## src/hdl/wcc_pkg.sv

```systemverilog
// Package: widths, codes and control structs of the concordance correlation block
package wcc_pkg;

  // Field widths
  localparam int unsigned SAMPLE_W  = 16;
  localparam int unsigned WEIGHT_W  = 8;
  localparam int unsigned CCC_W     = 32;
  localparam int unsigned STATUS_W  = 2;
  localparam int unsigned CFG_IDX_W = 8;
  localparam int unsigned CFG_DAT_W = 8;

  // Accumulator widths
  localparam int unsigned WSUM_W  = 24;
  localparam int unsigned SUM_W   = 40;
  localparam int unsigned SQ_W    = 56;
  localparam int unsigned COUNT_W = 17;

  // Item limit per data set
  localparam logic [COUNT_W-1:0] MAX_ITEMS = 17'd65536;

  // Finishing arithmetic width and iterative unit sizes
  localparam int unsigned ACC_W      = 144;
  localparam int unsigned DIGIT_W    = 8;
  localparam int unsigned MUL_STEPS  = ACC_W / DIGIT_W;
  localparam int unsigned MUL_CNT_W  = $clog2(MUL_STEPS);
  localparam int unsigned FRAC_W     = 30;
  localparam int unsigned DIV_STEPS  = 32;
  localparam int unsigned DIV_CNT_W  = $clog2(DIV_STEPS);
  localparam int unsigned STEP_W     = 4;
  localparam logic [STEP_W-1:0] LAST_STEP = 4'd9;

  typedef logic signed [ACC_W-1:0] wide_t;

  // Configuration register indexes
  localparam logic [CFG_IDX_W-1:0] REG_BIAS_CORRECTION = 8'd0;
  localparam logic [CFG_IDX_W-1:0] REG_USE_WEIGHTS     = 8'd1;

  // Result status codes
  localparam logic [STATUS_W-1:0] ST_OK       = 2'd0;
  localparam logic [STATUS_W-1:0] ST_ZERO_WT  = 2'd1;
  localparam logic [STATUS_W-1:0] ST_ZERO_DEN = 2'd2;
  localparam logic [STATUS_W-1:0] ST_OVERFLOW = 2'd3;

  // Multiplier operand selects
  typedef enum logic [2:0] {
    OPA_S, OPA_A, OPA_P, OPA_D, OPA_F1, OPA_F2
  } opa_e;

  typedef enum logic [3:0] {
    OPB_AA, OPB_PP, OPB_X, OPB_A, OPB_P, OPB_D, OPB_VAVP, OPB_DD, OPB_CV2
  } opb_e;

  // Temporary register written by a product
  typedef enum logic [2:0] {
    DST_VA, DST_VP, DST_CV, DST_DD, DST_DEN, DST_NUM
  } dest_e;

  typedef enum logic [1:0] {
    WR_LOAD, WR_ADD, WR_SUB
  } wmode_e;

  // Controller to datapath
  typedef struct packed {
    logic                item_load;
    logic                item_square;
    logic                item_acc;
    logic                acc_clear;
    logic                mul_start;
    opa_e                opa;
    opb_e                opb;
    logic                wr_en;
    dest_e               dest;
    wmode_e              wmode;
    logic                div_abs;
    logic                div_init;
    logic                div_step;
    logic                out_load;
    logic [STATUS_W-1:0] status;
  } wcc_cmd_t;

  // Datapath to controller
  typedef struct packed {
    logic last;
    logic count_ovf;
    logic wsum_zero;
    logic den_bad;
    logic mul_done;
    logic out_busy;
  } wcc_stat_t;

endpackage

```

## src/hdl/wcc_ctrl.sv

```systemverilog
// Controller: sequences accumulation, the finishing products, division and result hand-off
module wcc_ctrl (
  input  logic               clk_i,
  input  logic               rst_ni,
  input  logic               in_valid_i,
  output logic               in_ready_o,
  input  wcc_pkg::wcc_stat_t stat_i,
  output wcc_pkg::wcc_cmd_t  cmd_o
);

  typedef enum logic [3:0] {
    S_IDLE, S_SQUARE, S_ACC, S_CHECK, S_MUL_GO, S_MUL_WAIT,
    S_CHK_DEN, S_DIV_ABS, S_DIV_INIT, S_DIV_RUN, S_DONE
  } state_e;

  state_e                         state_q;
  logic [wcc_pkg::STEP_W-1:0]     step_q;
  logic [wcc_pkg::DIV_CNT_W-1:0]  div_cnt_q;
  logic [wcc_pkg::STATUS_W-1:0]   status_q;

  // state, step counters and result status
  always_ff @(posedge clk_i or negedge rst_ni) begin
    if (!rst_ni) begin
      state_q   <= S_IDLE;
      step_q    <= '0;
      div_cnt_q <= '0;
      status_q  <= wcc_pkg::ST_OK;
    end else begin
      case (state_q)
        S_IDLE: begin
          if (in_valid_i) state_q <= S_SQUARE;
        end
        S_SQUARE: state_q <= S_ACC;
        S_ACC: begin
          state_q <= stat_i.last ? S_CHECK : S_IDLE;
        end
        S_CHECK: begin
          step_q <= '0;
          if (stat_i.count_ovf) begin
            status_q <= wcc_pkg::ST_OVERFLOW;
            state_q  <= S_DONE;
          end else if (stat_i.wsum_zero) begin
            status_q <= wcc_pkg::ST_ZERO_WT;
            state_q  <= S_DONE;
          end else begin
            state_q <= S_MUL_GO;
          end
        end
        S_MUL_GO: state_q <= S_MUL_WAIT;
        S_MUL_WAIT: begin
          if (stat_i.mul_done) begin
            if (step_q == wcc_pkg::LAST_STEP) begin
              state_q <= S_CHK_DEN;
            end else begin
              step_q  <= step_q + 1'b1;
              state_q <= S_MUL_GO;
            end
          end
        end
        S_CHK_DEN: begin
          if (stat_i.den_bad) begin
            status_q <= wcc_pkg::ST_ZERO_DEN;
            state_q  <= S_DONE;
          end else begin
            state_q <= S_DIV_ABS;
          end
        end
        S_DIV_ABS: state_q <= S_DIV_INIT;
        S_DIV_INIT: begin
          div_cnt_q <= '0;
          state_q   <= S_DIV_RUN;
        end
        S_DIV_RUN: begin
          div_cnt_q <= div_cnt_q + 1'b1;
          if (div_cnt_q == wcc_pkg::DIV_CNT_W'(wcc_pkg::DIV_STEPS - 1)) begin
            status_q <= wcc_pkg::ST_OK;
            state_q  <= S_DONE;
          end
        end
        S_DONE: begin
          if (!stat_i.out_busy) state_q <= S_IDLE;
        end
        default: state_q <= S_IDLE;
      endcase
    end
  end

  // commands decoded from the state and the product step
  always_comb begin
    cmd_o             = '0;
    cmd_o.opa         = wcc_pkg::OPA_S;
    cmd_o.opb         = wcc_pkg::OPB_AA;
    cmd_o.dest        = wcc_pkg::DST_VA;
    cmd_o.wmode       = wcc_pkg::WR_LOAD;
    cmd_o.status      = status_q;
    cmd_o.item_load   = (state_q == S_IDLE) && in_valid_i;
    cmd_o.item_square = state_q == S_SQUARE;
    cmd_o.item_acc    = state_q == S_ACC;
    cmd_o.mul_start   = state_q == S_MUL_GO;
    cmd_o.wr_en       = (state_q == S_MUL_WAIT) && stat_i.mul_done;
    cmd_o.div_abs     = state_q == S_DIV_ABS;
    cmd_o.div_init    = state_q == S_DIV_INIT;
    cmd_o.div_step    = state_q == S_DIV_RUN;
    cmd_o.out_load    = (state_q == S_DONE) && !stat_i.out_busy;
    cmd_o.acc_clear   = cmd_o.out_load;
    // S*AA - A*A, S*PP - P*P, S*X - A*P, D*D, then denominator and numerator
    case (step_q)
      4'd0: begin
        cmd_o.opa = wcc_pkg::OPA_S;  cmd_o.opb = wcc_pkg::OPB_AA;
        cmd_o.dest = wcc_pkg::DST_VA;  cmd_o.wmode = wcc_pkg::WR_LOAD;
      end
      4'd1: begin
        cmd_o.opa = wcc_pkg::OPA_A;  cmd_o.opb = wcc_pkg::OPB_A;
        cmd_o.dest = wcc_pkg::DST_VA;  cmd_o.wmode = wcc_pkg::WR_SUB;
      end
      4'd2: begin
        cmd_o.opa = wcc_pkg::OPA_S;  cmd_o.opb = wcc_pkg::OPB_PP;
        cmd_o.dest = wcc_pkg::DST_VP;  cmd_o.wmode = wcc_pkg::WR_LOAD;
      end
      4'd3: begin
        cmd_o.opa = wcc_pkg::OPA_P;  cmd_o.opb = wcc_pkg::OPB_P;
        cmd_o.dest = wcc_pkg::DST_VP;  cmd_o.wmode = wcc_pkg::WR_SUB;
      end
      4'd4: begin
        cmd_o.opa = wcc_pkg::OPA_S;  cmd_o.opb = wcc_pkg::OPB_X;
        cmd_o.dest = wcc_pkg::DST_CV;  cmd_o.wmode = wcc_pkg::WR_LOAD;
      end
      4'd5: begin
        cmd_o.opa = wcc_pkg::OPA_A;  cmd_o.opb = wcc_pkg::OPB_P;
        cmd_o.dest = wcc_pkg::DST_CV;  cmd_o.wmode = wcc_pkg::WR_SUB;
      end
      4'd6: begin
        cmd_o.opa = wcc_pkg::OPA_D;  cmd_o.opb = wcc_pkg::OPB_D;
        cmd_o.dest = wcc_pkg::DST_DD;  cmd_o.wmode = wcc_pkg::WR_LOAD;
      end
      4'd7: begin
        cmd_o.opa = wcc_pkg::OPA_F1; cmd_o.opb = wcc_pkg::OPB_VAVP;
        cmd_o.dest = wcc_pkg::DST_DEN; cmd_o.wmode = wcc_pkg::WR_LOAD;
      end
      4'd8: begin
        cmd_o.opa = wcc_pkg::OPA_F2; cmd_o.opb = wcc_pkg::OPB_DD;
        cmd_o.dest = wcc_pkg::DST_DEN; cmd_o.wmode = wcc_pkg::WR_ADD;
      end
      4'd9: begin
        cmd_o.opa = wcc_pkg::OPA_F1; cmd_o.opb = wcc_pkg::OPB_CV2;
        cmd_o.dest = wcc_pkg::DST_NUM; cmd_o.wmode = wcc_pkg::WR_LOAD;
      end
      default: ;
    endcase
  end

  assign in_ready_o = state_q == S_IDLE;

endmodule

```

## config.mk

```make
export PLATFORM = sky130hd
export DESIGN_NAME = wcc_ctrl
export DESIGN_NICKNAME = d
export VERILOG_FILES = /design/src/hdl/wcc_pkg.sv /design/src/hdl/wcc_ctrl.sv
export SDC_FILE = /design/constraint.sdc
export NUM_CORES = 1
export LEC_CHECK = 0
export BUFFER_PORTS_ARGS = -buffer_cell sky130_fd_sc_hd__buf_4
export CAP_MARGIN = 20
export CORE_ASPECT_RATIO = 0.75
export CORE_MARGIN = 2
export CORE_UTILIZATION = 47
export CTS_CLUSTER_DIAMETER = 80
export DETAILED_ROUTE_END_ITERATION = 16
export PLACE_DENSITY = 0.81
export REMOVE_ABC_BUFFERS = 1
export SLEW_MARGIN = 10
export SYNTH_ARGS = -nofsm -noshare
export SYNTH_HDL_FRONTEND = slang
export SYNTH_SLANG_ARGS = --single-unit
```

## constraint.sdc

```tcl
create_clock -name clk_i -period 1.63 [get_ports clk_i]
set_input_delay 0.163 -clock clk_i [delete_from_list [all_inputs] [get_ports clk_i]]
set_output_delay 0.163 -clock clk_i [all_outputs]
set_load 0.01 [all_outputs]
```

==> impl_metrics.json <==
{
  "worst_path_max_delay_cell": "dfrtp_1",
  "drc": 0,
  "routedWlPerCell_microns": 18.61,
  "ir_drop_v": 0.0009295,
  "ys_seq_area_frac": 0.2918,
  "clk_latency_ns": 0.31,
  "dp_worst_setup_slack_ns": -0.2119,
  "multiInputGateArea_sq_um": 923.4,
  "area_growth_pct": 52.53,
  "rsz0062_at_grt": "true",
  "grt_max_degree": 16,
  "crit_type": "flop to primary output",
  "syn_inst": 149,
  "drtAntennaViolNets": 0,
  "diodes": 0,
  "required_ns": 1.47,
  "initial_core_util": 0.4942,
  "hold_viol": 0,
  "regArea_sq_um": 381.6,
  "power.switching_uw": 1328,
  "ys_seq_elements": 15,
  "via_count": 1462,
  "fin_crit_sh": 1.077,
  "intPower_uw": 1698,
  "synth_ff_type": "dfrtp_1",
  "worstMarginPinSlew_ns": 0.3216,
  "cts_tree": "built",
  "yosys.area.top_type": "dfrtp_1",
  "place_inst": 221,
  "fin_nets": 224,
  "dp_hpwl_microns": 2538,
  "endpoint_kind": "primary output",
  "synth_area_sq_um": 1286,
  "p_clk_frac": 0.081,
  "overflow": 0,
  "drive_gt1_frac": 0.5240,
  "row_count": 16,
  "slowest_delay_ns": 0.43,
  "cp_max_fo": 8,
  "arrival_ns": 1.59,
  "fillers": 167,
  "ys_async_sr_fraction": 1.000,
  "vias_per_cell": 5.992,
  "placed_area_sq_um": 1620,
  "wl_microns": 4540,
  "grt_pass1_vias": 1300,
  "ioPinCount": 34,
  "htreeDepth": 1,
  "slew_headroom": 0.7849,
  "drt_iter0_drc": 146,
  "crit_top_cell": "nor2_1",
  "core_sq_um": 2603,
  "synth_top_area_share": 0.2918,
  "die_area_sq_um": 3175,
  "cts_buffers": 3,
  "final_cell_mix": "buf_4, nor2_1, dfrtp_1",
  "cts-root-buf": "clkbuf_4",
  "cp_cell_sequence": "inv_2 > ha_4 > buf_6 > nor2_2 > nor2_1 > nor2_1 > o21ai_1 > buf_4",
  "p_leak_uw": 0.0009542,
  "holdCritPathClass": "input pin to flop",
  "finalCriticalPeriod_ns": 1.755,
  "yosys_warnings": 0,
  "fin_ws_ns": -0.1248,
  "status": "finished with violations",
  "skew_ns": 0.01171,
  "antenna_found_initial": 0,
  "comb_power_share": 0.717,
  "fmax_mhz": 569.9,
  "final_common_cell": "buf_4",
  "die_w_microns": 64.41,
  "grt_usage": 0.2505,
  "avgSynthCellArea_sq_um": 8.632,
  "postLayoutCellArea_sq_um": 1962,
  "grt_pass1_wl_microns": 6216,
  "sw_frac_of_total": 0.4389,
  "synthTopCellsByArea": "dfrtp_1, ha_1, o21ai_0",
  "clockBufferDepth": 2,
  "maxCapViolCount": 0,
  "gp_congestion": 0.8243,
  "io_buffer_count": 33,
  "ys_types": 50,
  "maxSlewViolCount": 0,
  "dr.pass1.iters": 4,
  "synth_edf_count": 0,
  "p_per_area_nw_per_um2": 1542,
  "stdcell_count": 244,
  "die_height_microns": 49.31,
  "clk_pin_slew_ns": 0.10,
  "p_seq_frac": 0.203,
  "violations": "setup timing",
  "cts.sinks": 15,
  "startpoint_type": "flop",
  "finalSetupViolCount": 14
}
[kinds of logic after synthesis]
group / Yosys count / synth area share
buffers and inverters: 24 / 0.09338
adders and majority gates: 6 / 0.05836
DFF: 15 / 0.2918
AOI/OAI and AO/OA: 38 / 0.2023
xor gates and xnor gates: 2 / 0.01362
muxes: 7 / 0.05934
and+or+nand+nor: 57 / 0.2811
[metal layers]
| metal | share of wire | wire length, microns | GRT usage |
|---|---|---|---|
| met1 | 0.41 | 1851 | 0.3329 |
| met2 | 0.51 | 2322 | 0.4184 |
| met3 | 0.059 | 266 | 0.04850 |
| met4 | 0.022 | 99 | 0.06383 |
| met5 | 0 | 0 | 0 |
[final timing paths]
kind | endpoint | from | slack, ns | depth (start not counted)
setup / recovery | cmd_o[14] | step_q[1] | -0.12 | 8
hold / removal | state_q[1] | stat_i[0] | 0.12 | 2
setup reg to reg | state_q[1] | div_cnt_q[1] | -0.09 | 7
hold reg to reg | status_q[0] | status_q[0] | 0.54 | 2
max in group asynchronous | step_q[0] | rst_ni | 1.18 | 2
min in group asynchronous | step_q[3] | rst_ni | 0.23 | 2
[power groups by stage]
stage | Clock [uW] | Combinational, uW | Sequential, uW
CTS | 234 | 1740 | 590
global route | 259 | 2290 | 621
floorplan | 0 | 765 | 708
global placement | 0 | 1420 | 612
detailed placement | 0 | 1490 | 628
finish | 244 | 2170 | 614
[registers in the layout, indices dropped and copies added (netlist names)]
signal     count
div_cnt_q      5
state_q        4
step_q         4
status_q       2
[cell type report]
type | count | area share
Multi-Input combinational cell | 110 | 0.4707
Timing Repair Buffer | 68 | 0.2768
Sequential cell | 15 | 0.1945
Tap cell | 36 | 0.02296
Inverter | 11 | 0.02105
Clock buffer | 3 | 0.01148
Clock inverter | 1 | 0.002551
[through the flow]
stage / TNS [ns] / power [uW] / utilization / hold WS (ns)
2_1_floorplan: -0.05459 / 1473 / - / -0.1326
3_3_place_gp: -0.1202 / 2034 / 0.6226 / 0.02776
3_5_place_dp: -0.2687 / 2114 / 0.6226 / 0.03260
4_1_cts: -0.3088 / 2560 / 0.6933 / 0.1078
5_1_grt: -1.480 / 3172 / 0.7538 / 0.1261
6_report: -0.7367 / 3026 / 0.7538 / 0.1193
[worst max-delay path: cells and delay by family, from the launching register on]
kind / cells / cell delay [ns]
AOI/OAI and AO/OA: 1 / 0.07
DFF: 1 / 0.43
adders and majority gates: 1 / 0.17
buffers and inverters: 3 / 0.37
and+or+nand+nor: 3 / 0.25
[timing repair]
item,4_1_cts,5_1_grt
endpoints found under the setup margin,18,23
hold endpoints to repair,15,0
pin swaps,8,8
resized for setup,27,21
hold buffers,1,0
setup buffers,9,9
[synthesized netlist by cell type, drive strengths merged, types with 5 or more instances]
library cell / count
buf: 7
clkbuf: 6
mux2i: 5
inv: 11
dfrtp: 15
nor3: 7
o21ai: 15
nor2: 11
nand2: 9
ha: 6
a21oi: 8
(Power assumes the default switching activity.)
